## config.mk

```make
export PLATFORM = sky130hd
export DESIGN_NAME = read_base_kmer_window_qualifier_flat
export DESIGN_NICKNAME = d
export VERILOG_FILES = /design/src/design/rbkwq_pkg.sv /design/src/design/rbkwq_if.sv /design/src/design/rbkwq_front.sv /design/src/design/rbkwq_cmd_fifo.sv /design/src/design/rbkwq_back.sv /design/src/design/read_base_kmer_window_qualifier.sv /design/src/flat_wrapper.sv
export SDC_FILE = /design/constraint.sdc
export NUM_CORES = 1
export LEC_CHECK = 0
export ABC_AREA = 1
export BUFFER_PORTS_ARGS = -buffer_cell sky130_fd_sc_hd__buf_4
export CORE_MARGIN = 4
export CORE_UTILIZATION = 55
export CTS_CLUSTER_DIAMETER = 50
export DETAILED_ROUTE_END_ITERATION = 16
export PLACE_DENSITY = 0.82
export SYNTH_ARGS = -nofsm -noshare
export SYNTH_HDL_FRONTEND = slang
export SYNTH_SLANG_ARGS = --single-unit
```

## constraint.sdc

```tcl
create_clock -name clk -period 4.4 [get_ports clk]
set_clock_uncertainty 0.1 [all_clocks]
set_input_delay 0.44 -clock clk [delete_from_list [all_inputs] [get_ports clk]]
set_output_delay 0.44 -clock clk [all_outputs]
set_load 0.01 [all_outputs]
```

## src/design/rbkwq_pkg.sv

```systemverilog
// Package for the read base k-window qualifier: configuration, queue entry and
// result types, and the codes shared by the front end, queue, back end and top level.
// No dependencies.
package rbkwq_pkg;

	// Register indexes of the configuration port.
	localparam logic [2:0] CFG_WINDOW_LEN        = 3'd0;
	localparam logic [2:0] CFG_MIN_QUALITY       = 3'd1;
	localparam logic [2:0] CFG_RNA_MODE          = 3'd2;
	localparam logic [2:0] CFG_REJECT_AMBIGUOUS  = 3'd3;
	localparam logic [2:0] CFG_HOMOPOLYMER_MERGE = 3'd4;

	// Base codes.
	localparam logic [2:0] BASE_A = 3'd0;
	localparam logic [2:0] BASE_C = 3'd1;
	localparam logic [2:0] BASE_G = 3'd2;
	localparam logic [2:0] BASE_T = 3'd3;
	localparam logic [2:0] BASE_N = 3'd4;

	// Record error codes.
	localparam logic [1:0] ERR_NONE         = 2'd0;
	localparam logic [1:0] ERR_AMBIGUOUS    = 2'd1;
	localparam logic [1:0] ERR_QUAL_RANGE   = 2'd2;
	localparam logic [1:0] ERR_QUAL_MISSING = 2'd3;

	// Window classes.
	localparam logic [1:0] CLS_NONE      = 2'd0;
	localparam logic [1:0] CLS_ACCEPTED  = 2'd1;
	localparam logic [1:0] CLS_AMBIGUOUS = 2'd2;
	localparam logic [1:0] CLS_LOW       = 2'd3;

	// Phred+33 printable range.
	localparam logic [7:0] PHRED_OFFSET = 8'd33;
	localparam logic [7:0] PHRED_TOP    = 8'd126;

	// Saturation value of the record counters.
	localparam logic [6:0] CNT_MAX = 7'd127;

	// Entries of the command queue between front and back.
	localparam int QUEUE_DEPTH = 4;

	// Reset values of the configuration registers.
	localparam logic [6:0] WINDOW_LEN_RESET  = 7'd21;
	localparam logic [7:0] MIN_QUALITY_RESET = 8'hFF;

	typedef struct packed {
		logic [6:0]        window_len;
		logic signed [7:0] min_quality;
		logic              rna_mode;
		logic              reject_ambiguous;
		logic              homopolymer_merge;
	} cfg_t;

	typedef struct packed {
		logic [7:0] base_char;
		logic [7:0] quality_char;
		logic       has_quality;
		logic       last_base;
	} in_item_t;

	typedef struct packed {
		logic [2:0] base_code;
		logic [6:0] base_quality;
		logic       low_flag;
		logic [6:0] good_run;
		logic [1:0] window_class;
		logic [1:0] error_code;
		logic       last_of_record;
	} out_item_t;

	// One queue entry: either an error result, or one or two finished bases.
	// The second base, when present, always closes the record.
	typedef struct packed {
		logic       is_error;
		logic [1:0] error_code;
		logic [2:0] a_base;
		logic [6:0] a_quality;
		logic       a_last;
		logic       b_valid;
		logic [2:0] b_base;
		logic [6:0] b_quality;
	} cmd_t;

endpackage

```

## src/design/rbkwq_if.sv

```systemverilog
// Valid/ready channel interfaces for the input bases and the qualified results.
// Depends on rbkwq_pkg for the payload types.
interface rbkwq_in_if;
	import rbkwq_pkg::*;
	logic     valid;
	logic     ready;
	in_item_t item;
	modport source (output valid, output item, input ready);
	modport sink (input valid, input item, output ready);
endinterface

interface rbkwq_out_if;
	import rbkwq_pkg::*;
	logic      valid;
	logic      ready;
	out_item_t item;
	modport source (output valid, output item, input ready);
	modport sink (input valid, input item, output ready);
endinterface

```

## src/design/rbkwq_front.sv

```systemverilog
// Front end: decodes each base, checks quality, tracks the held base and the
// record error, and pushes result commands into the queue. Depends on rbkwq_pkg.
module rbkwq_front (
	input  logic              clk,
	input  logic              arst_n,
	input  rbkwq_pkg::cfg_t   cfg,
	rbkwq_in_if.sink          bases,
	input  logic              queue_full,
	output logic              push,
	output rbkwq_pkg::cmd_t   push_cmd
);
	import rbkwq_pkg::*;

	logic       held_valid_q;
	logic [2:0] held_base_q;
	logic [6:0] held_quality_q;
	logic [1:0] record_error_q;

	logic       held_valid_n;
	logic [2:0] held_base_n;
	logic [6:0] held_quality_n;
	logic [1:0] record_error_n;

	logic       accept;
	logic [7:0] ch;
	logic [2:0] code;
	logic [7:0] q_sub;
	logic [6:0] q;
	logic [6:0] merged_q;
	logic [1:0] err;
	logic       clear_rec;

	assign bases.ready = !queue_full;
	assign accept = bases.valid && bases.ready;

	always_comb begin
		ch = bases.item.base_char;
		if (ch >= 8'h61 && ch <= 8'h7A) begin
			ch = ch - 8'd32;
		end
		if (cfg.rna_mode && ch == 8'h55) begin
			ch = 8'h54;
		end
		case (ch)
			8'h41: code = BASE_A;
			8'h43: code = BASE_C;
			8'h47: code = BASE_G;
			8'h54: code = BASE_T;
			default: code = BASE_N;
		endcase
	end

	assign q_sub = bases.item.quality_char - PHRED_OFFSET;
	assign q = bases.item.has_quality ? q_sub[6:0] : 7'd0;
	assign merged_q = (bases.item.has_quality && q < held_quality_q) ? q : held_quality_q;

	always_comb begin
		if (!cfg.min_quality[7] && !bases.item.has_quality) begin
			err = ERR_QUAL_MISSING;
		end else if (code == BASE_N && cfg.reject_ambiguous) begin
			err = ERR_AMBIGUOUS;
		end else if (bases.item.has_quality &&
				(bases.item.quality_char < PHRED_OFFSET ||
				bases.item.quality_char > PHRED_TOP)) begin
			err = ERR_QUAL_RANGE;
		end else begin
			err = ERR_NONE;
		end
	end

	always_comb begin
		held_valid_n   = held_valid_q;
		held_base_n    = held_base_q;
		held_quality_n = held_quality_q;
		record_error_n = record_error_q;
		push           = 1'b0;
		push_cmd       = '0;
		clear_rec      = 1'b0;
		if (accept) begin
			clear_rec = bases.item.last_base;
			if (record_error_q != ERR_NONE) begin
				push                = bases.item.last_base;
				push_cmd.is_error   = 1'b1;
				push_cmd.error_code = record_error_q;
			end else if (err != ERR_NONE) begin
				held_valid_n        = 1'b0;
				record_error_n      = err;
				push                = bases.item.last_base;
				push_cmd.is_error   = 1'b1;
				push_cmd.error_code = err;
			end else if (cfg.homopolymer_merge && held_valid_q && held_base_q == code) begin
				held_quality_n     = merged_q;
				push               = bases.item.last_base;
				push_cmd.a_base    = held_base_q;
				push_cmd.a_quality = merged_q;
				push_cmd.a_last    = 1'b1;
			end else begin
				held_valid_n   = 1'b1;
				held_base_n    = code;
				held_quality_n = q;
				if (held_valid_q) begin
					push               = 1'b1;
					push_cmd.a_base    = held_base_q;
					push_cmd.a_quality = held_quality_q;
					push_cmd.b_valid   = bases.item.last_base;
					push_cmd.b_base    = code;
					push_cmd.b_quality = q;
				end else begin
					push               = bases.item.last_base;
					push_cmd.a_base    = code;
					push_cmd.a_quality = q;
					push_cmd.a_last    = 1'b1;
				end
			end
		end
	end

	always_ff @(posedge clk or negedge arst_n) begin
		if (!arst_n) begin
			held_valid_q   <= 1'b0;
			held_base_q    <= BASE_A;
			held_quality_q <= 7'd0;
			record_error_q <= ERR_NONE;
		end else if (clear_rec) begin
			held_valid_q   <= 1'b0;
			held_base_q    <= BASE_A;
			held_quality_q <= 7'd0;
			record_error_q <= ERR_NONE;
		end else begin
			held_valid_q   <= held_valid_n;
			held_base_q    <= held_base_n;
			held_quality_q <= held_quality_n;
			record_error_q <= record_error_n;
		end
	end

`ifndef SYNTHESIS
	// Once a record has failed, nothing may be held back for emission.
	assert property (@(posedge clk) disable iff (!arst_n)
		record_error_q != ERR_NONE |-> !held_valid_q)
		else $error("front: base held while record is in error");
`endif

endmodule

```

## src/design/rbkwq_cmd_fifo.sv

```systemverilog
// Short command queue between the front end and the back end.
// Depends on rbkwq_pkg for the entry type and depth.
module rbkwq_cmd_fifo (
	input  logic            clk,
	input  logic            arst_n,
	input  logic            push,
	input  rbkwq_pkg::cmd_t push_cmd,
	output logic            full,
	input  logic            pop,
	output logic            head_valid,
	output rbkwq_pkg::cmd_t head_cmd
);
	import rbkwq_pkg::*;

	localparam int PTR_W = $clog2(QUEUE_DEPTH);
	localparam int CNT_W = $clog2(QUEUE_DEPTH + 1);

	cmd_t             entries_q [QUEUE_DEPTH];
	logic [PTR_W-1:0] wr_ptr_q;
	logic [PTR_W-1:0] rd_ptr_q;
	logic [CNT_W-1:0] count_q;

	assign full       = count_q == CNT_W'(QUEUE_DEPTH);
	assign head_valid = count_q != '0;
	assign head_cmd   = entries_q[rd_ptr_q];

	always_ff @(posedge clk) begin
		if (push) begin
			entries_q[wr_ptr_q] <= push_cmd;
		end
	end

	always_ff @(posedge clk or negedge arst_n) begin
		if (!arst_n) begin
			wr_ptr_q <= '0;
			rd_ptr_q <= '0;
			count_q  <= '0;
		end else begin
			if (push) begin
				wr_ptr_q <= (wr_ptr_q == PTR_W'(QUEUE_DEPTH - 1)) ? '0 : wr_ptr_q + 1'b1;
			end
			if (pop) begin
				rd_ptr_q <= (rd_ptr_q == PTR_W'(QUEUE_DEPTH - 1)) ? '0 : rd_ptr_q + 1'b1;
			end
			if (push && !pop) begin
				count_q <= count_q + 1'b1;
			end else if (pop && !push) begin
				count_q <= count_q - 1'b1;
			end
		end
	end

`ifndef SYNTHESIS
	assert property (@(posedge clk) disable iff (!arst_n)
		push && !pop |-> !full)
		else $error("cmd_fifo: push into a full queue");
	assert property (@(posedge clk) disable iff (!arst_n)
		pop |-> head_valid)
		else $error("cmd_fifo: pop from an empty queue");
`endif

endmodule

```

## src/design/rbkwq_back.sv

```systemverilog
// Back end: expands queue commands into results, keeps the per-record window
// counters and drives the registered result channel. Depends on rbkwq_pkg.
module rbkwq_back #(
	parameter int MAX_KMER = 64
) (
	input  logic            clk,
	input  logic            arst_n,
	input  rbkwq_pkg::cfg_t cfg,
	input  logic            head_valid,
	input  rbkwq_pkg::cmd_t head_cmd,
	output logic            pop,
	rbkwq_out_if.source     results
);
	import rbkwq_pkg::*;

	localparam logic [6:0] KMAX = 7'(MAX_KMER);

	logic       phase_q;
	logic [6:0] position_q;
	logic [6:0] since_n_q;
	logic [6:0] since_low_q;
	logic [6:0] run_q;
	logic       out_valid_q;
	out_item_t  out_item_q;

	logic       load;
	logic       done;
	logic [6:0] k;
	logic [2:0] cur_base;
	logic [6:0] cur_q;
	logic       cur_last;
	logic       is_n;
	logic       low;
	logic [6:0] position_n;
	logic [6:0] since_n_n;
	logic [6:0] since_low_n;
	logic [6:0] run_n;
	out_item_t  res;

	function automatic logic [6:0] sat_inc(input logic [6:0] v);
		return (v == CNT_MAX) ? CNT_MAX : v + 7'd1;
	endfunction

	assign load = head_valid && (!out_valid_q || results.ready);
	assign done = head_cmd.is_error || phase_q || !head_cmd.b_valid;
	assign pop  = load && done;

	assign k = (cfg.window_len == 7'd0) ? 7'd1 :
		(cfg.window_len > KMAX) ? KMAX : cfg.window_len;

	assign cur_base = phase_q ? head_cmd.b_base : head_cmd.a_base;
	assign cur_q    = phase_q ? head_cmd.b_quality : head_cmd.a_quality;
	assign cur_last = phase_q || head_cmd.a_last;

	assign is_n = cur_base == BASE_N;
	assign low  = !cfg.min_quality[7] && ({1'b0, cur_q} < cfg.min_quality);

	assign position_n  = sat_inc(position_q);
	assign since_n_n   = is_n ? 7'd0 : sat_inc(since_n_q);
	assign since_low_n = low ? 7'd0 : sat_inc(since_low_q);
	assign run_n       = (is_n || low) ? 7'd0 : ((run_q >= k) ? k : run_q + 7'd1);

	always_comb begin
		res = '0;
		if (head_cmd.is_error) begin
			res.error_code     = head_cmd.error_code;
			res.last_of_record = 1'b1;
		end else begin
			res.base_code      = cur_base;
			res.base_quality   = cur_q;
			res.low_flag       = low;
			res.good_run       = (run_n > k) ? k : run_n;
			res.last_of_record = cur_last;
			if (position_n >= k) begin
				if (since_n_n < k) begin
					res.window_class = CLS_AMBIGUOUS;
				end else if (since_low_n < k) begin
					res.window_class = CLS_LOW;
				end else begin
					res.window_class = CLS_ACCEPTED;
				end
			end else begin
				res.window_class = CLS_NONE;
			end
		end
	end

	always_ff @(posedge clk or negedge arst_n) begin
		if (!arst_n) begin
			phase_q     <= 1'b0;
			position_q  <= 7'd0;
			since_n_q   <= CNT_MAX;
			since_low_q <= CNT_MAX;
			run_q       <= 7'd0;
			out_valid_q <= 1'b0;
		end else begin
			if (results.ready) begin
				out_valid_q <= 1'b0;
			end
			if (load) begin
				out_valid_q <= 1'b1;
				phase_q     <= !done;
				if (res.last_of_record) begin
					position_q  <= 7'd0;
					since_n_q   <= CNT_MAX;
					since_low_q <= CNT_MAX;
					run_q       <= 7'd0;
				end else begin
					position_q  <= position_n;
					since_n_q   <= since_n_n;
					since_low_q <= since_low_n;
					run_q       <= run_n;
				end
			end
		end
	end

	always_ff @(posedge clk) begin
		if (load) begin
			out_item_q <= res;
		end
	end

	assign results.valid = out_valid_q;
	assign results.item  = out_item_q;

`ifndef SYNTHESIS
	// An error result closes its record and carries no window information.
	assert property (@(posedge clk) disable iff (!arst_n)
		results.valid && results.item.error_code != ERR_NONE |->
		results.item.last_of_record && results.item.window_class == CLS_NONE)
		else $error("back: malformed error result");
`endif

endmodule

```

## src/design/read_base_kmer_window_qualifier.sv

```systemverilog
// Top level of the read base k-window qualifier: configuration registers and the
// front end, command queue and back end. Depends on rbkwq_pkg and rbkwq_if.
//
// The block accepts one sequence base per cycle on the bases channel and
// delivers qualified bases on the results channel. Each base is decoded
// (uppercased, U mapped to T in RNA mode, anything outside ACGT turned into N
// or rejecting the record), its quality byte is checked against the printable
// Phred+33 range, and, with homopolymer merging on, equal consecutive bases are
// folded into one that keeps the lowest quality. A finished base leaves only
// when the next distinct base arrives or the record ends, so results trail
// their inputs by one base. Each result carries the base code, its quality, a
// low-quality flag, the good-run length saturated at k, and the class of the
// k-window ending at that base. A record that fails gives exactly one error
// result, at its last item, with an error code, last_of_record set and all other
// fields zero, after any bases it emitted before failing; the downstream discards
// that record. The front end takes a new item in every cycle while the four-entry
// command queue has room. The back end turns each command into results through a
// single output register; an item that both finishes the held base and ends the
// record gives two results, sent in turn before its command is popped, and the
// back end otherwise takes one command per cycle while the output is not
// stalled. Results pass through the command queue and the output register.
// Configuration registers are written through cfg_we, cfg_index and cfg_data;
// the user must write them only while the block is idle, which the block does
// not enforce itself, and writes apply from the next base that is emitted.
module read_base_kmer_window_qualifier #(
	parameter int MAX_KMER = 64
) (
	input  logic       clk,
	input  logic       arst_n,
	input  logic       cfg_we,
	input  logic [2:0] cfg_index,
	input  logic [7:0] cfg_data,
	rbkwq_in_if.sink   bases,
	rbkwq_out_if.source results
);
	import rbkwq_pkg::*;

	// Configuration registers.
	cfg_t cfg_q;

	// Front end to queue, and queue to back end.
	logic push;
	cmd_t push_cmd;
	logic queue_full;
	logic pop;
	logic head_valid;
	cmd_t head_cmd;

	// Register writes. An index beyond the register list is ignored.
	always_ff @(posedge clk or negedge arst_n) begin
		if (!arst_n) begin
			cfg_q.window_len        <= WINDOW_LEN_RESET;
			cfg_q.min_quality       <= MIN_QUALITY_RESET;
			cfg_q.rna_mode          <= 1'b0;
			cfg_q.reject_ambiguous  <= 1'b0;
			cfg_q.homopolymer_merge <= 1'b0;
		end else if (cfg_we) begin
			case (cfg_index)
				CFG_WINDOW_LEN:        cfg_q.window_len        <= cfg_data[6:0];
				CFG_MIN_QUALITY:       cfg_q.min_quality       <= cfg_data;
				CFG_RNA_MODE:          cfg_q.rna_mode          <= cfg_data[0];
				CFG_REJECT_AMBIGUOUS:  cfg_q.reject_ambiguous  <= cfg_data[0];
				CFG_HOMOPOLYMER_MERGE: cfg_q.homopolymer_merge <= cfg_data[0];
				default: ;
			endcase
		end
	end

	// The front end classifies every item and decides which results it causes.
	rbkwq_front u_front (
		.clk        (clk),
		.arst_n     (arst_n),
		.cfg        (cfg_q),
		.bases      (bases),
		.queue_full (queue_full),
		.push       (push),
		.push_cmd   (push_cmd)
	);

	// The queue lets the front keep accepting while the output is stalled.
	rbkwq_cmd_fifo u_queue (
		.clk        (clk),
		.arst_n     (arst_n),
		.push       (push),
		.push_cmd   (push_cmd),
		.full       (queue_full),
		.pop        (pop),
		.head_valid (head_valid),
		.head_cmd   (head_cmd)
	);

	// The back end owns the window counters and the registered result.
	rbkwq_back #(
		.MAX_KMER (MAX_KMER)
	) u_back (
		.clk        (clk),
		.arst_n     (arst_n),
		.cfg        (cfg_q),
		.head_valid (head_valid),
		.head_cmd   (head_cmd),
		.pop        (pop),
		.results    (results)
	);

endmodule

```

## src/flat_wrapper.sv

```systemverilog
// flat-port wrapper written by rule: the top's interface ports become plain ports
module read_base_kmer_window_qualifier_flat import rbkwq_pkg::*;
#(
	parameter int MAX_KMER = 64
)
  (clk, arst_n, cfg_we, cfg_index, cfg_data, bases_valid, bases_item, bases_ready, results_valid, results_item, results_ready);
  rbkwq_in_if bases_i ();
  rbkwq_out_if results_i ();
  input  logic clk;
  input  logic arst_n;
  input  logic cfg_we;
  input  logic [2:0] cfg_index;
  input  logic [7:0] cfg_data;
  input wire logic [$bits(bases_i.valid)-1:0] bases_valid;
  input wire logic [$bits(bases_i.item)-1:0] bases_item;
  output wire logic [$bits(bases_i.ready)-1:0] bases_ready;
  output wire logic [$bits(results_i.valid)-1:0] results_valid;
  output wire logic [$bits(results_i.item)-1:0] results_item;
  input wire logic [$bits(results_i.ready)-1:0] results_ready;
  assign bases_i.valid = bases_valid;
  assign bases_i.item = bases_item;
  assign bases_ready = bases_i.ready;
  assign results_valid = results_i.valid;
  assign results_item = results_i.item;
  assign results_i.ready = results_ready;
  read_base_kmer_window_qualifier #(.MAX_KMER(MAX_KMER)) u_core (.clk(clk), .arst_n(arst_n), .cfg_we(cfg_we), .cfg_index(cfg_index), .cfg_data(cfg_data), .bases(bases_i), .results(results_i));
endmodule
```

==> flow_summary.yaml <==
global_routing:
  antenna_found_initial: 0
  use_met1_pct: 31.7
  grtUsageMet2_pct: 37.9
  grt_pass1_wl_um: 37900
  grt_util_met3_pct: 3.51
  grt_max_degree: 69
  grt.busiest_layer: "met2"
  overflow: 0
  grt_use_total_pct: 23.3
  grt_pass1_vias: 7815
finish:
  post-route-util_pct: 63.7
  finalNetCount: 1287
  num_antenna_cells: 0
  layout-drive-gt1-share_pct: 14.3
  final_cells: 1436
  syn2layout_area_growth_pct: 13.0
  design_area_um2: 11500
cts:
  ctsHoldBuffers: 0
  worstSkewPairLatency_ns: 0.44
  clk_pin_slew_ns: 0.07
  cts_root_buf: "clkbuf_16"
  tritoncts: "built"
  cts_sinks: 191
  htreeDepth: 4
  numCtsBuffers: 17
  cts.path.max_buffers: 2
routing:
  vias: 8106
  drtAntennaViolNets: 0
  drt_iter0_markers: 756
  via_per_inst: 5.64
  drc: 0
  wire_per_inst_um: 16.2
  drtPass1Iterations: 5
  drt_wl_total_um: 23200
sta:
  clock.fmax_mhz: 237
  setup_tns_ns: 0
  fin_crit_sh_pct: 95.9
  min_period_ns: 4.22
  max_slew_margin_pct: 41.4
  worst_pin_slew_ns: 0.880
  hold_viol: 0
  drv_slew: 0
  setup_viol: 0
placed_design:
  portBuffers: 58
  place_area_um2: 11000
  dpl.cell_count: 1402
  post-dp-hpwl_um: 16200
  gp_congestion: 0.882
critical_path:
  worst_ep_arrival_time_ns: 4.30
  critPathRequiredTime_ns: 4.48
  end_kind: "register"
  path_class: "register to register"
  cp-start-kind: "register"
  path_max_fanout: 8
yosys:
  synth_seq_cells: 191
  synthesis.instances: 1126
  ys_seq_area_share_pct: 53.2
  synth_cell_type_count: 43
  syn_nets: 1219
  synth_area_um2: 10200
  ys.warnings.count: 0
  synth_area_leaders: "edfxtp_1, dfrtp_1, nand2_1"
  syn_avg_cell_area_um2: 9.06
  synth_top_area_cell: "edfxtp_1"
  synth_top_area_share_pct: 36.2
floorplan:
  fp.dieH_um: 144
  die_area_um2: 20800
  die_x_um: 144
  start_util_pct: 56.4
  ios: 59
  rows: 49
  core-area_um2: 18100
power_and_ir_drop:
  p_leak_nw: 5.26
  vdd_drop_max_mv: 0.367
  cellPowerDensity_nw_per_um2: 697
run:
  cap_violations: 0
hold_path:
  hp-class: "input port to async pin"
status:
  outcome: "completed"
-- cell usage after synthesis (all sizes together) --
cell	count
dfrtp	43
o21a	9
dfstp	25
nand4	7
inv	164
nor3	5
nor4	2
o21bai	1
nor2	153
edfxtp	123
nand3	43
o31ai	1
xnor2	2
fa	1
or2	1
o221ai	4
a32oi	1
nand2	202
a211oi	9
a31oi	2
buf	10
clkinv	3
ha	58
clkbuf	22
o211ai	4
o22ai	27
a22oi	6
and3	1
o21ai	116
xor2	10
a21oi	71
-- layout by cell type, fill, tap and decap left out, types with 3 or more instances in the layout --
cell type   instances
buf_4              79
clkinvlp_4          5
nand2_2             6
ha_1               58
a211oi_1            9
dfstp_2            25
nand4_1             7
nor2_2             13
inv_1             158
o21ai_2             3
o21ai_0           109
o21a_1              9
inv_2               6
o221ai_1            4
nand3_2             4
nand3_1            37
clkbuf_16          17
edfxtp_1          123
a22oi_1             6
o22ai_1            27
clkinv_1            7
nand2_1           196
dfrtp_1            43
xor2_1             10
o21ai_1             4
o211ai_1            4
a21oi_1            71
nor2_1            139
nor3_1              4
-- metrics by stage --
stage                     setup slack [ns]  power, mW  hold slack (ns)
after floorplan                      0.393       5.36           0.0444
after global placement               0.420       6.33            0.372
after detailed placement             0.311       6.50            0.386
after CTS                            0.265       7.97           0.0464
after global routing                -0.107       8.70           0.0873
final                                0.181       8.03           0.0176
-- sequential cells by signal, summed over array words and instances, names as in the netlist, 3 cells and up --
signal	cells
u_core.cfg_q	18
u_core.u_back.position_q	7
u_core.u_back.results.item	23
u_core.u_back.run_q	7
u_core.u_back.since_low_q	7
u_core.u_back.since_n_q	7
u_core.u_front.held_base_q	3
u_core.u_front.held_quality_q	7
u_core.u_queue.count_q	3
u_core.u_queue.entries_q	100
-- final cells by class --
type / count / area (µm²)
tap: 229 / 287
sequential: 191 / 5430
clock buffer: 17 / 425
inverter: 167 / 627
timing repair buffer: 80 / 613
fill: 1376 / 6560
clock inverter: 15 / 119
multi-input combinational: 737 / 4030
-- where the power goes --
| part | leakage [nW] | total (mW) | switching, mW | internal [mW] |
|---|---|---|---|---|
| clock network | 0.252 | 1.44 | 0.667 | 0.772 |
| registers | 2.05 | 2.68 | 0.203 | 2.47 |
| logic | 2.96 | 3.92 | 2.56 | 1.36 |
| total | 5.26 | 8.03 | 3.43 | 4.61 |
-- routing by layer --
layer	part of all wire, %	vias to the layer above	wire length (µm)
met4	2.6	0	600
met2	47	355	11000
li1	-	3917	-
met1	43	3786	9930
met5	0	-	0
met3	7.4	48	1720
-- path summary, 6_finish.rpt --
kind                                              startpoint                                            to  slack [ns]  depth (start not counted)
max in group asynchronous                             arst_n  u_core.u_front.held_quality_q[5]$_DFFE_PN0P_        3.60                          1
min in group clk                               results_ready       u_core.u_back.results.valid$_DFFE_PN0P_        0.09                          2
worst min register to register   u_core.cfg_q[7]$_DFFE_PN1P_                   u_core.cfg_q[7]$_DFFE_PN1P_        0.40                          2
worst max-delay path            u_core.cfg_q[14]$_DFFE_PN0P_   u_core.u_back.results.item[5]$_SDFFCE_PP0P_        0.18                         21
worst min-delay path                                  arst_n       u_core.u_back.position_q[2]$_DFFE_PN0P_        0.02                          1
worst max register to register  u_core.cfg_q[14]$_DFFE_PN0P_   u_core.u_back.results.item[5]$_SDFFCE_PP0P_        0.18                         21
-- cells by family after synthesis --
family,after synthesis,share of synthesized area (%)
flip-flops,191,53.2
adder cells (fa/ha/maj),59,7.31
AND/OR/NAND/NOR,414,17.0
buffers and inverters,199,7.65
AO/OA/AOI/OAI,251,13.8
XOR/XNOR,12,1.03
-- timing repair --
item,in CTS,in global routing
setup endpoints to repair,0,6
buffers inserted,0,1
resized for setup,0,4
hold endpoints to repair,0,0
-- worst max-delay path, cell delays in order (launching register included) --
cell and delay (ns):
dfrtp_1 0.42, nor4_1 0.30, nand3_1 0.15, nand2_1 0.18, nand2_1 0.10, ha_1 0.33
a21oi_1 0.22, nor2_1 0.06, a211oi_1 0.24, nand3_2 0.24, buf_4 0.20, o21ai_0 0.17
nand2_1 0.15, inv_1 0.08, ha_1 0.12, nand2_1 0.07, nor2_1 0.15, nand2_1 0.07
o211ai_1 0.20, nand2_2 0.17, o21ai_0 0.19, a21oi_1 0.06
(Power assumes the default switching activity.)
